**src/rtl/core/adfgvx_pkg.sv**
```systemverilog
// ----------------------------------------------------------------------------
// adfgvx_pkg
// Shared constants, types and helper functions for the ADFGVX encoder.
// ----------------------------------------------------------------------------
package adfgvx_pkg;

    localparam int GRID_SIDE = 6;
    localparam int CELLS     = GRID_SIDE * GRID_SIDE;
    localparam int LETTERS   = 26;
    localparam int CELL_W    = $clog2(CELLS);
    localparam int POS_W     = $clog2(GRID_SIDE);
    localparam int SYM_W     = 8;
    localparam int LETTERS_W = SYM_W * GRID_SIDE;
    localparam int ORDER_W   = POS_W * GRID_SIDE;
    localparam int ROWCNT_W  = POS_W;

    // input modes
    localparam logic [1:0] MODE_CLEAR = 2'd0;
    localparam logic [1:0] MODE_KEY   = 2'd1;
    localparam logic [1:0] MODE_SEAL  = 2'd2;
    localparam logic [1:0] MODE_MSG   = 2'd3;

    // configuration register indexes
    localparam logic CFG_SYMBOL_LETTERS = 1'b0;
    localparam logic CFG_COLUMN_ORDER   = 1'b1;

    localparam logic [LETTERS_W-1:0] SYMBOL_LETTERS_RST = 48'h475856414644;
    localparam logic [ORDER_W-1:0]   COLUMN_ORDER_RST   = 18'h21A13;

    typedef struct packed {
        logic              hit;
        logic [CELL_W-1:0] idx;
    } t_class;

    // controller to datapath
    typedef struct packed {
        logic clear;
        logic key_write;
        logic seal_step;
        logic lookup;
        logic row_store;
        logic emit_beat;
        logic err_beat;
    } t_dp_cmd;

    // datapath to controller
    typedef struct packed {
        logic msg_hit;
        logic seal_last;
        logic row_last;
        logic beat_last;
        logic out_free;
    } t_dp_stat;

    // letters A-Z map to 0-25, digits 0-9 to 26-35
    function automatic t_class class_of(input logic [SYM_W-1:0] ch);
        t_class c;
        c.hit = 1'b0;
        c.idx = '0;
        if (ch >= 8'h41 && ch <= 8'h5A) begin
            c.hit = 1'b1;
            c.idx = CELL_W'(ch - 8'h41);
        end else if (ch >= 8'h30 && ch <= 8'h39) begin
            c.hit = 1'b1;
            c.idx = CELL_W'(ch - 8'h30) + CELL_W'(LETTERS);
        end
        return c;
    endfunction

    function automatic logic [SYM_W-1:0] to_upper(input logic [SYM_W-1:0] ch);
        logic [SYM_W-1:0] u;
        u = ch;
        if (ch >= 8'h61 && ch <= 8'h7A) begin
            u = ch - 8'h20;
        end
        return u;
    endfunction

    function automatic logic [POS_W-1:0] grid_row(input logic [CELL_W-1:0] k);
        logic [POS_W-1:0] row;
        row = '0;
        for (int r = 1; r < GRID_SIDE; r++) begin
            if (k >= CELL_W'(r * GRID_SIDE)) begin
                row = POS_W'(r);
            end
        end
        return row;
    endfunction

    function automatic logic [POS_W-1:0] grid_col(input logic [CELL_W-1:0] k);
        logic [CELL_W-1:0] base;
        logic [CELL_W-1:0] rem;
        base = CELL_W'(grid_row(k)) * CELL_W'(GRID_SIDE);
        rem  = k - base;
        return rem[POS_W-1:0];
    endfunction

endpackage

```
**src/rtl/core/adfgvx_ctrl.sv**
```systemverilog
// ----------------------------------------------------------------------------
// adfgvx_ctrl
// Sequencer for the ADFGVX encoder: takes input beats, steps the seal sweep,
// the lookup, the six-beat row emission and the error beat.
// ----------------------------------------------------------------------------
module adfgvx_ctrl
    import adfgvx_pkg::*;
(
    input  logic       i_clk,
    input  logic       i_rst_n,
    input  logic       i_in_valid,
    input  logic [1:0] i_mode,
    input  t_dp_stat   i_stat,
    output logic       o_in_stall,
    output t_dp_cmd    o_cmd
);

    typedef enum logic [2:0] {
        S_IDLE,
        S_SEAL,
        S_LOOK,
        S_EMIT,
        S_ERR
    } t_state;

    t_state r_state;
    t_state n_state;
    logic   accept;

    assign o_in_stall = (r_state != S_IDLE);
    assign accept     = i_in_valid && (r_state == S_IDLE);

    always_comb begin
        o_cmd   = '0;
        n_state = r_state;
        case (r_state)
            S_IDLE: begin
                if (accept) begin
                    case (i_mode)
                        MODE_CLEAR: o_cmd.clear = 1'b1;
                        MODE_KEY:   o_cmd.key_write = 1'b1;
                        MODE_SEAL:  n_state = S_SEAL;
                        MODE_MSG: begin
                            if (i_stat.msg_hit) begin
                                o_cmd.lookup = 1'b1;
                                n_state      = S_LOOK;
                            end else begin
                                n_state = S_ERR;
                            end
                        end
                        default: n_state = S_IDLE;
                    endcase
                end
            end
            S_SEAL: begin
                o_cmd.seal_step = 1'b1;
                if (i_stat.seal_last) begin
                    n_state = S_IDLE;
                end
            end
            S_LOOK: begin
                o_cmd.row_store = 1'b1;
                n_state = i_stat.row_last ? S_EMIT : S_IDLE;
            end
            S_EMIT: begin
                o_cmd.emit_beat = i_stat.out_free;
                if (i_stat.out_free && i_stat.beat_last) begin
                    n_state = S_IDLE;
                end
            end
            S_ERR: begin
                o_cmd.err_beat = i_stat.out_free;
                if (i_stat.out_free) begin
                    n_state = S_IDLE;
                end
            end
            default: n_state = S_IDLE;
        endcase
    end

    always_ff @(posedge i_clk) begin
        if (!i_rst_n) begin
            r_state <= S_IDLE;
        end else begin
            r_state <= n_state;
        end
    end

endmodule

```
**src/rtl/core/adfgvx_dp.sv**
```systemverilog
// ----------------------------------------------------------------------------
// adfgvx_dp
// Datapath: seen flags, square position map, fill count, row buffer and the
// output register.
// ----------------------------------------------------------------------------
module adfgvx_dp
    import adfgvx_pkg::*;
(
    input  logic                 i_clk,
    input  logic                 i_rst_n,
    input  t_dp_cmd              i_cmd,
    input  logic [SYM_W-1:0]     i_char_code,
    input  logic [LETTERS_W-1:0] i_symbol_letters,
    input  logic [ORDER_W-1:0]   i_column_order,
    input  logic                 i_out_stall,
    output t_dp_stat             o_stat,
    output logic                 o_out_valid,
    output logic [SYM_W-1:0]     o_symbol,
    output logic                 o_last,
    output logic                 o_bad_char
);

    // square kept as its inverse: grid position of each character class
    logic [CELL_W-1:0]   r_map [CELLS];
    logic [CELL_W-1:0]   r_map_q;
    logic [CELLS-1:0]    r_seen;
    logic [CELL_W-1:0]   r_fill;
    logic                r_sealed;
    logic [CELL_W-1:0]   r_seal_idx;
    logic [POS_W-1:0]    r_row_buf [GRID_SIDE];
    logic [ROWCNT_W-1:0] r_row_count;
    logic [POS_W-1:0]    r_beat;
    logic                r_out_valid;
    logic [SYM_W-1:0]    r_symbol;
    logic                r_last;
    logic                r_bad_char;

    t_class              key_cls;
    t_class              msg_cls;
    logic                key_new;
    logic                seal_new;
    logic                map_we;
    logic [CELL_W-1:0]   map_waddr;
    logic [POS_W-1:0]    src;
    logic [POS_W-1:0]    sym_idx;
    logic [SYM_W-1:0]    emit_sym;
    logic                out_free;

    assign key_cls  = class_of(to_upper(i_char_code));
    assign msg_cls  = class_of(i_char_code);
    assign key_new  = i_cmd.key_write && key_cls.hit && !r_seen[key_cls.idx];
    assign seal_new = i_cmd.seal_step && !r_seen[r_seal_idx];
    assign map_we    = key_new || seal_new;
    assign map_waddr = key_new ? key_cls.idx : r_seal_idx;

    assign out_free = !r_out_valid || !i_out_stall;

    assign o_stat.msg_hit   = r_sealed && msg_cls.hit;
    assign o_stat.seal_last = (r_seal_idx == CELL_W'(CELLS - 1));
    assign o_stat.row_last  = (r_row_count == ROWCNT_W'(GRID_SIDE - 2));
    assign o_stat.beat_last = (r_beat == POS_W'(GRID_SIDE - 1));
    assign o_stat.out_free  = out_free;

    // select the source column for this beat; codes six and seven give zero
    always_comb begin
        src      = i_column_order[r_beat * POS_W +: POS_W];
        sym_idx  = '0;
        emit_sym = '0;
        if (src < POS_W'(GRID_SIDE)) begin
            sym_idx  = r_row_buf[src];
            emit_sym = i_symbol_letters[sym_idx * SYM_W +: SYM_W];
        end
    end

    always_ff @(posedge i_clk) begin
        if (map_we) begin
            r_map[map_waddr] <= r_fill;
        end
        if (i_cmd.lookup) begin
            r_map_q <= r_map[msg_cls.idx];
        end
    end

    always_ff @(posedge i_clk) begin
        if (i_cmd.row_store) begin
            for (int j = 0; j < GRID_SIDE; j++) begin
                if (ROWCNT_W'(j) == r_row_count) begin
                    r_row_buf[j] <= grid_row(r_map_q);
                end
                if (ROWCNT_W'(j) == r_row_count + ROWCNT_W'(1)) begin
                    r_row_buf[j] <= grid_col(r_map_q);
                end
            end
        end
    end

    always_ff @(posedge i_clk) begin
        if (!i_rst_n) begin
            r_seen      <= '0;
            r_fill      <= '0;
            r_sealed    <= 1'b0;
            r_seal_idx  <= '0;
            r_row_count <= '0;
            r_beat      <= '0;
            r_out_valid <= 1'b0;
        end else begin
            if (i_cmd.clear) begin
                r_seen   <= '0;
                r_fill   <= '0;
                r_sealed <= 1'b0;
            end
            if (key_new) begin
                r_seen[key_cls.idx] <= 1'b1;
                r_fill              <= r_fill + CELL_W'(1);
            end
            if (i_cmd.seal_step) begin
                if (seal_new) begin
                    r_seen[r_seal_idx] <= 1'b1;
                    r_fill             <= r_fill + CELL_W'(1);
                end
                if (o_stat.seal_last) begin
                    r_seal_idx <= '0;
                    r_sealed   <= 1'b1;
                end else begin
                    r_seal_idx <= r_seal_idx + CELL_W'(1);
                end
            end
            if (i_cmd.row_store) begin
                // a full row empties the count; contents hold for emission
                r_row_count <= o_stat.row_last ? '0 : r_row_count + ROWCNT_W'(2);
            end
            if (i_cmd.emit_beat) begin
                r_beat <= o_stat.beat_last ? '0 : r_beat + POS_W'(1);
            end
            if (i_cmd.emit_beat || i_cmd.err_beat) begin
                r_out_valid <= 1'b1;
            end else if (!i_out_stall) begin
                r_out_valid <= 1'b0;
            end
        end
    end

    always_ff @(posedge i_clk) begin
        if (i_cmd.emit_beat) begin
            r_symbol   <= emit_sym;
            r_last     <= o_stat.beat_last;
            r_bad_char <= 1'b0;
        end else if (i_cmd.err_beat) begin
            r_symbol   <= '0;
            r_last     <= 1'b1;
            r_bad_char <= 1'b1;
        end
    end

    assign o_out_valid = r_out_valid;
    assign o_symbol    = r_symbol;
    assign o_last      = r_last;
    assign o_bad_char  = r_bad_char;

endmodule

```
**src/rtl/core/adfgvx_cipher_encoder_unit.sv**
```systemverilog
// ----------------------------------------------------------------------------
// adfgvx_cipher_encoder_unit
// ADFGVX encoder: builds a 6x6 square from key beats and turns message
// characters into transposed substitution symbols.
// ----------------------------------------------------------------------------
// Input channel (i_in_valid / o_in_stall) carries i_mode and i_char_code.
// Output channel (o_out_valid / i_out_stall) carries o_symbol, o_last and
// o_bad_char. The configuration channel (i_cfg_valid / o_cfg_ready) writes
// the symbol letters (index 0) or the column order (index 1); ready is
// always high and writes are expected only while the block is idle.
// A seal beat sweeps all 36 character classes, one per cycle, keeping the
// block busy until the sweep ends. A message beat is accepted together
// with the position map read; row and column are buffered in the next
// cycle. Every third found character then emits six beats through the
// single output register, one per cycle when the receiver does not stall.
// A character that is missing or arrives before sealing gives one error
// beat. Results wait in the output register while i_out_stall is high and
// the sequencer holds until it is free.
// Synchronous reset restores the default configuration, clears the seen
// flags, fill count, seal flag and row count; no clearing pass is needed.
// ----------------------------------------------------------------------------
module adfgvx_cipher_encoder_unit
    import adfgvx_pkg::*;
(
    input  logic                 i_clk,
    input  logic                 i_rst_n,
    input  logic                 i_in_valid,
    output logic                 o_in_stall,
    input  logic [1:0]           i_mode,
    input  logic [SYM_W-1:0]     i_char_code,
    output logic                 o_out_valid,
    input  logic                 i_out_stall,
    output logic [SYM_W-1:0]     o_symbol,
    output logic                 o_last,
    output logic                 o_bad_char,
    input  logic                 i_cfg_valid,
    output logic                 o_cfg_ready,
    input  logic                 i_cfg_index,
    input  logic [LETTERS_W-1:0] i_cfg_data
);

    logic [LETTERS_W-1:0] r_symbol_letters;
    logic [ORDER_W-1:0]   r_column_order;
    t_dp_cmd              cmd;
    t_dp_stat             stat;

    assign o_cfg_ready = 1'b1;

    always_ff @(posedge i_clk) begin
        if (!i_rst_n) begin
            r_symbol_letters <= SYMBOL_LETTERS_RST;
            r_column_order   <= COLUMN_ORDER_RST;
        end else if (i_cfg_valid) begin
            case (i_cfg_index)
                CFG_SYMBOL_LETTERS: r_symbol_letters <= i_cfg_data;
                CFG_COLUMN_ORDER:   r_column_order   <= i_cfg_data[ORDER_W-1:0];
                default:            r_column_order   <= r_column_order;
            endcase
        end
    end

    adfgvx_ctrl u_ctrl (
        .i_clk      (i_clk),
        .i_rst_n    (i_rst_n),
        .i_in_valid (i_in_valid),
        .i_mode     (i_mode),
        .i_stat     (stat),
        .o_in_stall (o_in_stall),
        .o_cmd      (cmd)
    );

    adfgvx_dp u_dp (
        .i_clk            (i_clk),
        .i_rst_n          (i_rst_n),
        .i_cmd            (cmd),
        .i_char_code      (i_char_code),
        .i_symbol_letters (r_symbol_letters),
        .i_column_order   (r_column_order),
        .i_out_stall      (i_out_stall),
        .o_stat           (stat),
        .o_out_valid      (o_out_valid),
        .o_symbol         (o_symbol),
        .o_last           (o_last),
        .o_bad_char       (o_bad_char)
    );

endmodule
```
**config.mk**
```make
export PLATFORM = sky130hd
export DESIGN_NAME = adfgvx_cipher_encoder_unit
export DESIGN_NICKNAME = d
export VERILOG_FILES = /design/src/rtl/core/adfgvx_pkg.sv /design/src/rtl/core/adfgvx_ctrl.sv /design/src/rtl/core/adfgvx_dp.sv /design/src/rtl/core/adfgvx_cipher_encoder_unit.sv
export SDC_FILE = /design/constraint.sdc
export NUM_CORES = 1
export LEC_CHECK = 0
export ABC_AREA = 1
export BUFFER_PORTS_ARGS = -buffer_cell sky130_fd_sc_hd__buf_2
export CELL_PAD_IN_SITES_DETAIL_PLACEMENT = 1
export CELL_PAD_IN_SITES_GLOBAL_PLACEMENT = 1
export CORE_ASPECT_RATIO = 1.5
export CORE_MARGIN = 2
export CORE_UTILIZATION = 52
export CTS_BUF_LIST = sky130_fd_sc_hd__clkbuf_8 sky130_fd_sc_hd__clkbuf_16
export DETAILED_ROUTE_END_ITERATION = 6
export PLACE_DENSITY = 0.92
export SYNTH_ARGS = -nofsm -noshare
export SYNTH_HDL_FRONTEND = slang
export SYNTH_SLANG_ARGS = --single-unit
```
**constraint.sdc**
```tcl
create_clock -name i_clk -period 12.03 [get_ports i_clk]
set_input_delay 3.609 -clock i_clk [delete_from_list [all_inputs] [get_ports i_clk]]
set_output_delay 3.609 -clock i_clk [all_outputs]
set_load 0.02 [all_outputs]
```
==> Word-level counts from Yosys, hierarchy flattened <==
Memories as Yosys holds them, arrays and structs flattened. A register that Yosys moved wholly into a read port is not among the register bits.
Cells that the tools add are included.
{ "op_classes": {"n_shift": 2, "muxes": 142, "n_reduce_logical": 33, "mul": 7, "magnitude_cmp": 20, "bitwise_logic": 9, "add_sub_neg": 18, "eq_ne": 26} }
{ "ops": {"columns": ["operator", "n"], "rows": [
  ["$mux 36", 6],
  ["$mux 3", 47],
  ["$or 36x36->36", 2],
  ["$mux 1", 64],
  ["$shiftx 48x7->8", 1],
  ["$mux 6", 6],
  ["$mux 8", 4],
  ["$mux 7", 4],
  ["$ge 8x7->1 const B", 3],
  ["$le 8x7->1 const B", 3],
  ["$ge 6x5->1 const B", 3],
  ["$mul 3x2->2 const B", 6],
  ["$shiftx 18x6->3", 1],
  ["$sub 3x3->3", 6],
  ["$ge 8x6->1 const B", 2],
  ["$le 8x6->1 const B", 2],
  ["$pmux 3 s5", 1],
  ["$lt 6x7->1 const B", 2],
  ["$logic_and 1x1->1", 13],
  ["$add 6x1->6 const B", 2],
  ["$add 6x5->6 const B", 2],
  ["$bmux 1 s6", 2],
  ["$demux 1 s6", 2],
  ["$eq 2x3->1 const A", 4],
  ["other kinds (34)", 69]
]} }
{ "word_totals": {"in_bits": 64, "mem_bits_rw": 234, "reg_bits": 135, "n_memories": 2, "out_inout_bits": 13, "elab_cells": 272} }
{ "mem_list": {"columns": ["name", "depth", "width", "rd", "rd_clocked_by_memory_dff", "wr", "line_no", "text"], "rows": [
  ["u_dp.r_map", 36, 6, 1, 1, 1, "adfgvx_dp.sv:24", "logic [CELL_W-1:0] r_map [CELLS];"],
  ["u_dp.r_row_buf", 6, 3, 1, 0, 2, "adfgvx_dp.sv:30", "logic [POS_W-1:0] r_row_buf [GRID_SIDE];"]
]} }

==> Logic depth before layout (Yosys ltp) <==
Gate-level depths: netlist (run 1).
{ "depth": {"depth_word": 17, "depth_mapped": 27, "mapped_depth_nobuf": 26} }

==> Modules after synthesis <==
Synthesis (run 1) repeated with hierarchy kept, for this count alone.
{ "unflattened": {"hier_cells": 1987, "area_unflattened_um2": 17782.1} }
{ "by_module_without_submodules": {"columns": ["mod", "instances", "seq_area_each_um2", "area_each_um2", "cells_each"], "rows": [
  ["adfgvx_dp", 1, 8598.2, 14924.3, 1577],
  ["adfgvx_cipher_encoder_unit", 1, 1321.3, 2541.2, 356],
  ["adfgvx_ctrl", 1, 60.1, 316.6, 54]
]} }

==> Least setup slack after synthesis (run 1) <==
OpenSTA, ideal clock, no wires.
{ "synth_timing": {"path_kind": "input -> register", "from": "in i_char_code[1]", "to": "mem u_dp.r_map[12][0] (netlist bit), enable pin", "stages": 22, "arrival_ps": 6318, "setup_ps": 350, "required_ps": 11680, "path_buffers": 2, "setup_slack_ps": 5362, "cell_sequence": "inv_1 ha_1 nand3_1 nand4_1 nand2_2 nor2_8 nand3_4 o21ai_2 inv_2 buf_6 nand2_1 nand2_1 nand2_1 nand2_1 nand2_1 nand2_2 nor2_8 buf_6 nor2_1 inv_2 nand4_1 nor2_1"} }
{ "synth_between": {"elab_chain_len": 14, "word_cells_on_any_way": 25, "cone_classes": "4 x add/sub; 6 x order compare; 8 x mux; 7 x reduce/logical"} }
{ "synth_lines": {"columns": ["item", "line_no", "text"], "rows": [
  ["from (decl)", "adfgvx_cipher_encoder_unit.sv:30", "input logic [SYM_W-1:0] i_char_code,"],
  ["$ge 8x7->1 or $le 8x7->1 (tied branches)", "adfgvx_pkg.sv:73", "if (ch >= 8'h61 && ch <= 8'h7A) begin"],
  ["$logic_and 1x1->1", "adfgvx_pkg.sv:73", null],
  ["$mux 8 (*)", "adfgvx_pkg.sv:73", null],
  ["$sub 6x6->6, or another cell as far along", "adfgvx_pkg.sv:65", "c.idx = CELL_W'(ch - 8'h30) + CELL_W'(LETTERS);"],
  ["$add 6x5->6 or $logic_and 1x1->1 (tied branches)", "adfgvx_pkg.sv:65, adfgvx_pkg.sv:63", null],
  ["$mux 7", "adfgvx_pkg.sv:63", "end else if (ch >= 8'h30 && ch <= 8'h39) begin"],
  ["$mux 7 (*)", "adfgvx_pkg.sv:60", "if (ch >= 8'h41 && ch <= 8'h5A) begin"],
  ["$bmux 1 s6", "adfgvx_dp.sv:51", "assign key_new = i_cmd.key_write && key_cls.hit && !r_seen[key_cls.idx];"],
  ["$mux 1 (not written as such)", "adfgvx_dp.sv:51", null],
  ["$logic_not 1->1", "adfgvx_dp.sv:51", null],
  ["$logic_and 1x1->1", "adfgvx_dp.sv:51", null],
  ["$logic_or 1x1->1", "adfgvx_dp.sv:53", "assign map_we = key_new || seal_new;"],
  ["$mux 1", "adfgvx_dp.sv:76", "if (map_we) begin"],
  ["$mux 1 (not written as such)", "adfgvx_dp.sv:77", "r_map[map_waddr] <= r_fill;"],
  ["to (decl)", "adfgvx_dp.sv:24", null]
]} }
Every way passes the cells marked *; elsewhere a longest branch is shown, timed or not. The select of a mux whose other input is x is not followed.

==> Final worst setup path (run 1) <==
{ "layout_timing": {"from": "in i_char_code[1]", "to": "mem u_dp.r_map[33][3] (netlist bit), enable pin"} }
Same word-level chain as after synthesis.

==> flow_metrics.tcl, run 1 <==
set metrics [dict create \
    crit_path_max_fanout 54 \
    drc 0 \
    htree_levels 2 \
    synth_edf_count 249 \
    antenna_found_initial 1 \
    wl_per_cell_um 23.8 \
    first_global_vias 16100 \
    start_util 0.525 \
    maxSlewViolCount 0 \
    reg2reg_depth 13 \
    dr.pass1.iters 5 \
    rsz0062_at_grt "false" \
    async_flop_share 0 \
    hold_slack_ps 460 \
    ys_types 53 \
    io_pins 77 \
    row_count 82 \
    nNetsFinal 1994 \
    cts_buffers 37 \
    synth_area_leaders "edfxtp_1 43%, dfxtp_1 14%, nand2_1 6.8%" \
    power.density_mw_per_mm2 176 \
    vias_per_cell 6.32 \
    yosys_warnings 0 \
    fp.dieArea_sq_mm 0.0352 \
    final_util 0.583 \
    placed_cells_incl_taps 2293 \
    worst_pin_slew_ps 1260 \
    multi_input_area_sq_mm 0.00666 \
    criticalPathCategory "in -> reg" \
    die_w_um 154 \
    place.port_buffers 75 \
    cp.arrival_ps 8510 \
    cts_tree "built" \
    numClockSinks 374 \
    final_cell_mix "317 x nand2_1, 249 x edfxtp_1, 235 x nor2_1, 176 x o21ai_0, 120 x dfxtp_1" \
    grt_remaining_overflow 0 \
    hpwl_um 36700 \
    gp_congestion 0.913 \
    clock-root-buffer "clkbuf_16" \
    grtUsageTotal 0.319 \
    synth_top_area_share 0.427 \
    ir_drop_mv 0.0994 \
    hold_violations 0 \
    leakage_nw 7.25 \
    yosysTopAreaCell "edfxtp_1" \
    drive_gt1_frac 0.128 \
    cp-end-kind "flop" \
    instances_no_fill 2362 \
    area_growth_pct 10.9 \
    postCtsSetupRepairBufs 0 \
    synth_flop_cell "edfxtp_1" \
    syn_nets 1959 \
    grt_pass1_wl_um 88100 \
    ys_seq_area_frac 0.570 \
    synth_seq_cells 374 \
    place_ws_ps 3500 \
    whs_path_depth 2 \
    clk_pin_slew_ps 70 \
    syn_avg_cell_area_sq_um 9.34 \
    clockBufferDepth 3 \
    finalWorstSetupSlack_ps 3700 \
    clock.fmax_mhz 120 \
    drtIter0Drc 1294 \
    detail-route-antenna-nets 0 \
    n_fill_cell 3710 \
    hp-class "reg -> reg" \
    clk_latency_ps 550 \
    dieHeight_um 229 \
    final-seq-area_sq_mm 0.00999 \
    period_minus_slack_ps 8330 \
    outcome "complete, no violations" \
    cap_viol_max_count 0 \
    wl_um 56100 \
    syn_inst 1877 \
    vias 14900 \
    critPathRequiredTime_ps 12210 \
    core_sq_mm 0.0333 \
    setup-violations-final 0 \
    critPathLaunchType "input port" \
    setup_tns_ps 0 \
    cts_resized 0 \
    syn_area_sq_mm 0.0175 \
    final_common_cell "nand2_1" \
    fin_skew_ps 24.3 \
    cts_hold_buf 0 \
    grt_start_max_net_pins 85 \
    maxSlewHeadroom 0.155 \
    fin_crit_sh 0.692 \
]
[worst max-delay path: stages]
cell	delay (ps)
buf_2	140
inv_1	160
ha_1	290
o21ai_0	130
nand2_1	80
nand4_1	200
inv_1	210
nand2_1	330
nand2_1	260
nand2_2	360
nand2_1	170
nand2_1	70
nand2_1	60
nand2_1	90
nand2_1	70
nand2_1	70
nand2_2	90
nand3_4	110
nor2_8	600
nand2_1	140
o21ai_2	190
nand4_1	440
nor2_1	610
[area by class of cell]
type                       count  area share
tap                          420      0.0270
timing repair buffer          98      0.0282
inverter                     125      0.0241
clock inverter                26      0.0109
multi-input combinational   1276       0.343
sequential                   374       0.514
clock buffer                  42      0.0529
antenna                        1    0.000129
[registers in the layout, summed over array words and instances (netlist names)]
register	flops
r_symbol_letters	48
r_column_order	18
u_dp.r_fill	6
u_dp.r_sealed	1
u_ctrl.r_state	3
u_dp.r_seal_idx	6
u_dp.r_row_buf	18
u_dp.o_symbol	8
u_dp.r_beat	3
u_dp.o_last	1
u_dp.o_out_valid	1
u_dp.r_map	216
u_dp.r_seen	36
u_dp.r_map_q	6
u_dp.r_row_count	2
u_dp.o_bad_char	1
[report_power, final]
part / internal [W] / total (W) / switching (W)
combinational: 0.000154 / 0.000567 / 0.000413
sequential: 0.00152 / 0.00165 / 0.000136
clock: 0.000682 / 0.00119 / 0.000511
[metrics by stage]
stage               power (W)  cell area (sq um)
floorplan             0.00196              17500
global route          0.00351              19400
finish                0.00341              19400
global placement      0.00219              18200
CTS                   0.00341              19400
detailed placement    0.00222              18200
[synth_stat cells (3+ instances only)]
cell / count
nand2_1: 317
edfxtp_1: 249
nor2_1: 236
o21ai_0: 177
dfxtp_1: 125
inv_1: 109
nand3_1: 107
o211ai_1: 92
clkbuf_1: 79
a21oi_1: 62
nand4_1: 54
a31oi_1: 41
or2_2: 28
o22ai_1: 22
ha_1: 18
nor3_1: 17
nand2_2: 14
inv_2: 9
o32ai_1: 9
buf_1: 8
xor2_1: 8
a221oi_1: 7
buf_4: 7
clkinv_1: 7
a31o_2: 6
nor2_2: 6
nand3_2: 5
o21ai_2: 5
xnor2_1: 5
a211o_1: 4
a22o_1: 4
a22oi_1: 4
buf_2: 4
buf_6: 3
nor4_1: 3
o21ai_1: 3
[worst paths after layout]
check | startpoint | to | slack [ps]
min | r_symbol_letters[32] | r_symbol_letters[32] | 460
max reg2reg | u_dp.r_beat[0] | u_dp.o_symbol[2] | 7660
max | i_char_code[1] | u_dp.r_map[33][3] | 3700
min reg2reg | r_symbol_letters[32] | r_symbol_letters[32] | 460
[layer usage]
metal  global-route usage  up-vias  wire (um)
met5                    0        -          0
met4                0.217        0       4120
met3               0.0432      257       2860
met2                0.581      643      29400
met1                0.340     7315      19700
li1                     -     6709          -
[kinds of logic (layout without fill, tap and decap cells)]
family	Yosys count	in the layout	share of synthesized area
buf+inv	227	291	0.0518
xor+xnor	13	13	0.00650
fa+ha+maj	18	18	0.0129
flops	374	374	0.570
other cells	1	2	0.000214
simple gates	798	798	0.203
compound gates	446	446	0.156
No activity file was read; power rests on OpenSTA's default activity.
==> run 2: changes to the inputs <==
- CORE_UTILIZATION: 52 -> 48
- PLACE_DENSITY: 0.92 -> 0.86
- clock period: 12.03 -> 7.7 ns (I/O delays scaled with it)
==> run 2 against run 1 <==
  * Worst setup slack worse by 2900 ps
  * Final area up 0.37%
  * First-iteration DRC count down 23%
  * Power up 55%
  * Clock power up 53%
  * Hold slack about the same
  * Clock skew up 0.62 ps
==> flow_metrics.tcl, run 2 (synthesized netlist as in run 1, its figures left out) <==
set metrics [dict create \
    post_dp_cell_area_sq_mm 0.0183 \
    final_area_sq_mm 0.0195 \
    power.density_mw_per_mm2 271 \
    grtUsageTotal 0.288 \
    postCtsSetupRepairBufs 0 \
    worst_pin_slew_ps 1300 \
    leakage_nw 7.24 \
    reg2reg_from "u_dp.r_beat[0]" \
    final_cell_mix "317 x nand2_1, 249 x edfxtp_1, 235 x nor2_1, 176 x o21ai_0, 122 x dfxtp_1" \
    cell_internal_pwr_w 0.00364 \
    cp-end-kind "flop" \
    rsz0062_at_grt "false" \
    reg_top3 "u_dp.r_map x216, r_symbol_letters x48, u_dp.r_seen x36" \
    first_global_vias 15500 \
    grt_pass1_wl_um 86000 \
    maxSlewHeadroom 0.133 \
    switching_power_w 0.00164 \
    hold_slack_ps 460 \
    min_from "r_symbol_letters[16]" \
    finalWorstSetupSlack_ps 808 \
    vias 14700 \
    hpwl_um 36900 \
    maxSlewViolCount 0 \
    drtIter0Drc 998 \
    reg2reg_depth 13 \
    gp_congestion 0.872 \
    wl_um 54300 \
    period_minus_slack_ps 6890 \
    detail-route-antenna-nets 0 \
    holdPathEnd "r_symbol_letters[16]" \
    critPathRequiredTime_ps 7880 \
    crit_path_max_fanout 54 \
    antenna_cells 0 \
    grt_start_max_net_pins 133 \
    place_ws_ps 430 \
    combPwrFrac 0.178 \
    grt_remaining_overflow 0 \
    setup-violations-final 0 \
    clk_pin_slew_ps 60 \
    die_w_um 160 \
    cts_buffers 37 \
    outcome "complete, no violations" \
    seqPwrFrac 0.478 \
    clock.fmax_mhz 145 \
    core_sq_mm 0.0359 \
    cts_resized 0 \
    start_util 0.487 \
    cts_tree "built" \
    fin_skew_ps 24.9 \
    setup_tns_ps 0 \
    rr_endpoint "u_dp.o_symbol[2]" \
    clk_latency_ps 560 \
    critPathLaunchType "input port" \
    io_pins 77 \
    clkPwrFrac 0.345 \
    whs_path_depth 2 \
    antenna_found_initial 0 \
    nNetsFinal 1997 \
    drc 0 \
    fp.dieArea_sq_mm 0.0381 \
    fin_crit_sh 0.895 \
    r2r_slack_ps 3350 \
    area_growth_pct 11.3 \
    cp.arrival_ps 7080 \
    criticalPathCategory "in -> reg" \
    cts_hold_buf 0 \
    drive_gt1_frac 0.128 \
    cap_viol_max_count 0 \
    dieHeight_um 238 \
    clockBufferDepth 3 \
    ir_drop_mv 0.206 \
    vias_per_cell 6.06 \
    place.port_buffers 75 \
    wl_per_cell_um 22.5 \
    largest-register "u_dp.r_map" \
    final_common_cell "nand2_1" \
    dr.pass1.iters 5 \
    row_count 85 \
    htree_levels 2 \
    numClockSinks 374 \
    hold_violations 0 \
    netSwitchingFraction 0.311 \
    clock-root-buffer "clkbuf_16" \
    instances_no_fill 2419 \
    largest_reg_flops 216 \
    placed_cells_incl_taps 2354 \
    hp-class "reg -> reg" \
]
-- run 2: cell types whose count changed in the layout (fill, tap and decap cells not counted), sizes merged --
cell    previous run  this run
buf               98       101
inv              128       125
clkbuf            42        40
clkinv            18        20
diode              1         0
-- run 2: critical path, stage by stage --
cell	delay, ps
buf_2	140
inv_1	170
ha_1	290
o21ai_0	120
nand2_1	70
nand4_1	180
inv_1	230
nand2_1	330
nand2_1	260
nand2_2	360
nand2_1	170
nand2_1	60
nand2_1	50
nand2_1	50
nand2_1	70
nand2_1	70
nand2_2	90
nand3_4	110
nor2_8	570
nand2_1	150
o21ai_2	210
nand4_1	390
nor2_1	580
-- run 2: worst max path at each step --
stage	slack, ps	start	depth (start not counted)	to
final	810	i_char_code[1]	23	u_dp.r_map[33][2]
after global routing	300	i_char_code[1]	23	u_dp.r_map[33][5]
after CTS	910	i_char_code[1]	23	u_dp.r_map[33][2]
after detailed placement	430	i_char_code[1]	23	u_dp.r_map[33][0]
after global placement	830	i_char_code[0]	22	u_dp.r_map[1][0]
after floorplan	2330	i_char_code[1]	22	u_dp.r_map[12][0]
-- run 2: metal layers --
layer,vias to the layer above,wire (um),track usage
li1,6723,-,-
met2,489,29300,0.551
met4,0,3180,0.165
met1,7262,19300,0.303
met3,197,2560,0.0356
met5,-,0,0
-- run 2: power groups by stage --
stage	Combinational [W]	Clock [W]	Sequential, W
global route	0.00102	0.00192	0.00254
CTS	0.000929	0.00184	0.00252
finish	0.000938	0.00182	0.00252
floorplan	0.000534	0	0.00253
detailed placement	0.000916	0	0.00256
global placement	0.000877	0	0.00255
-- run 2: metrics by stage --
step | utilization | total power [W]
after floorplan | - | 0.00306
after global placement | 0.509 | 0.00343
after global routing | 0.543 | 0.00548
final | 0.543 | 0.00528
after detailed placement | 0.509 | 0.00348
after CTS | 0.543 | 0.00530
-- run 2: cell type report --
cell class                 count  area [sq um]
fill                        4139         16400
multi-input combinational   1276          6670
sequential                   374          9980
timing repair buffer         101           583
tap                          478           598
inverter                     125           469
clock buffer                  40           978
clock inverter                25           226
==> run 3: changes to the inputs <==
- CORE_MARGIN: 2 -> unset
- PLACE_DENSITY: 0.86 -> 0.87
- SYNTH_HIERARCHICAL: unset -> 1
==> run 3 against run 2 <==
  * Synthesized cell count grew 5.9%
  * Worst setup slack gained 320 ps
  * Global-route usage grew 1.7 points
  * Critical path type unchanged
  * Largest power group unchanged
==> flow_metrics.tcl, run 3 <==
set metrics [dict create \
    outcome "complete, no violations" \
    io_pins 77 \
    synth_seq_cells 374 \
    cp.arrival_ps 6740 \
    synth_area_leaders "edfxtp_1 42%, dfxtp_1 14%, nand2_1 8.1%" \
    cp_top_family "simple AND/OR/NAND/NOR gates" \
    maxSlewViolCount 0 \
    syn_inst 1987 \
    clock.fmax_mhz 152 \
    critPathRequiredTime_ps 7870 \
    antenna_found_initial 0 \
    cp-end-kind "flop" \
    gr-usage-met3 0.0415 \
    yosysTopAreaCell "edfxtp_1" \
    first_global_vias 16500 \
    hold_slack_ps 460 \
    synth_most_common_cell "nand2_1" \
    cts_tree "built" \
    reg_top3 "u_dp/r_map x216, r_symbol_letters x48, u_dp/r_seen x36" \
    clockBufferDepth 3 \
    drive_gt1_frac 0.115 \
    fin_skew_ps 19.7 \
    dieHeight_um 238 \
    final_cell_mix "386 x nand2_1, 332 x nor2_1, 249 x edfxtp_1, 167 x nand3_1, 132 x o21ai_0" \
    critPathMaxStageDelay_ps 630 \
    maxSlewHeadroom 0.139 \
    async_flop_share 0 \
    largest_reg_flops 216 \
    ys_types 52 \
    die_w_um 159 \
    numClockSinks 374 \
    final_area_sq_mm 0.0198 \
    yosys_warnings 6 \
    final_util 0.542 \
    cts_resized 0 \
    synth_edf_count 249 \
    row_count 86 \
    wl_per_cell_um 22.8 \
    cap_viol_max_count 0 \
    hold_violations 0 \
    worst_pin_slew_ps 1290 \
    setup-violations-final 0 \
    drtIter0Drc 1102 \
    cts_hold_buf 0 \
    vias 15400 \
    synth_common_cells "386 x nand2_1, 333 x nor2_1, 249 x edfxtp_1, 167 x nand3_1, 133 x o21ai_0" \
    core_sq_mm 0.0366 \
    largest-register "u_dp/r_map" \
    hpwl_um 39600 \
    dr.pass1.iters 5 \
    critPathLaunchType "input port" \
    clk_latency_ps 540 \
    grt.met2_usage 0.572 \
    rsz0062_at_grt "false" \
    setup_tns_ps 0 \
    critPathBufInv 3 \
    post_dp_cell_area_sq_mm 0.0185 \
    met1_usage 0.307 \
    cts_buffers 38 \
    crit_path_max_fanout 22 \
    grt_pass1_wl_um 89800 \
    power.density_mw_per_mm2 272 \
    ir_drop_mv 0.137 \
    crit_top_cell "nand2_1" \
    postCtsSetupRepairBufs 0 \
    synth_flop_cell "edfxtp_1" \
    synth_top_area_share 0.420 \
    detail-route-antenna-nets 0 \
    wl_um 57700 \
    busiest_layer "met2" \
    syn_avg_cell_area_sq_um 8.95 \
    leakage_nw 7.40 \
    syn_area_sq_mm 0.0178 \
    grtUsageTotal 0.306 \
    drc 0 \
    start_util 0.486 \
    hp-class "reg -> reg" \
    antenna_cells 0 \
    syn_nets 2069 \
    criticalPathCategory "in -> reg" \
    fp.dieArea_sq_mm 0.0378 \
    fin_crit_sh 0.853 \
    cp_cell_sequence "buf_2, inv_1, ha_1, o21ai_0, nand2_1, and3_1, nand2_1, nand2_1, nand2_1, nand2_1, nand2_1, nand2_1, nand2_1, nand2_1, nand2_1, nand2_1, nor2_4, nand2_2, nand2_1, nand2_1, inv_2, nand3_1, nor2_1" \
    grt_remaining_overflow 0 \
    clk_pin_slew_ps 60 \
    period_minus_slack_ps 6570 \
    grt_start_max_net_pins 83 \
    area_growth_pct 11.5 \
    htree_levels 2 \
    place.port_buffers 75 \
    ys_seq_area_frac 0.561 \
    nNetsFinal 2105 \
    clock-root-buffer "clkbuf_16" \
    vias_per_cell 6.06 \
    final_common_cell "nand2_1" \
    gp_congestion 0.924 \
    slowest_stage "nor2_1" \
]
==> run 3: cells by family after synthesis <==
logic type / count (synthesis) / synth area share
and+or+nand+nor: 967 / 0.230
AOI/OAI and AO/OA: 384 / 0.137
DFF: 374 / 0.561
buffers and inverters: 231 / 0.0531
adders and majority gates: 18 / 0.0127
xor gates and xnor gates: 12 / 0.00591
other: 1 / 0.000211
==> run 3: cell type report <==
class                      instances  area, sq um
multi-input combinational       1382         6890
tap                              484          606
timing repair buffer             102          591
clock buffer                      40          990
sequential                       374         9990
inverter                         125          469
clock inverter                    29          290
fill                            4259        16800
==> run 3: layer usage <==
metal,share of wire,wire length (um),vias to the layer above
li1,-,-,6951
met2,0.52,30300,635
met1,0.35,20300,7539
met5,0,0,-
met4,0.076,4380,0
met3,0.048,2750,247
==> run 3: per-stage QoR <==
stage | worst slack, ps | power (W) | instances
after detailed placement | 696 | 0.00350 | 2467
after CTS | 1210 | 0.00540 | 2536
after floorplan | 2430 | 0.00308 | 1987
after global routing | 637 | 0.00556 | 2536
after global placement | 1030 | 0.00345 | 2467
final | 1130 | 0.00540 | 2536
==> run 3: power breakdown <==
| group | total [W] | internal [W] | switching, W |
|---|---|---|---|
| clock network | 0.00191 | 0.00111 | 0.000801 |
| logic | 0.000877 | 0.000241 | 0.000636 |
| registers | 0.00261 | 0.00237 | 0.000237 |
==> run 3: final timing paths <==
check	slack (ps)	end	from	cells after the start
worst max-delay path	1130	u_dp/r_map[27][5]	i_char_code[1]	23
worst min-delay path	460	r_symbol_letters[2]	r_symbol_letters[2]	2
worst min register to register	460	r_symbol_letters[2]	r_symbol_letters[2]	2
worst max register to register	3250	u_dp/o_symbol[4]	u_dp/r_beat[0]	15
==> run 3: tightest hold or removal path, delay by kind of cell, from the launching register on <==
family / cells / cell delay [ps]
flops: 1 / 330
simple gates: 2 / 100
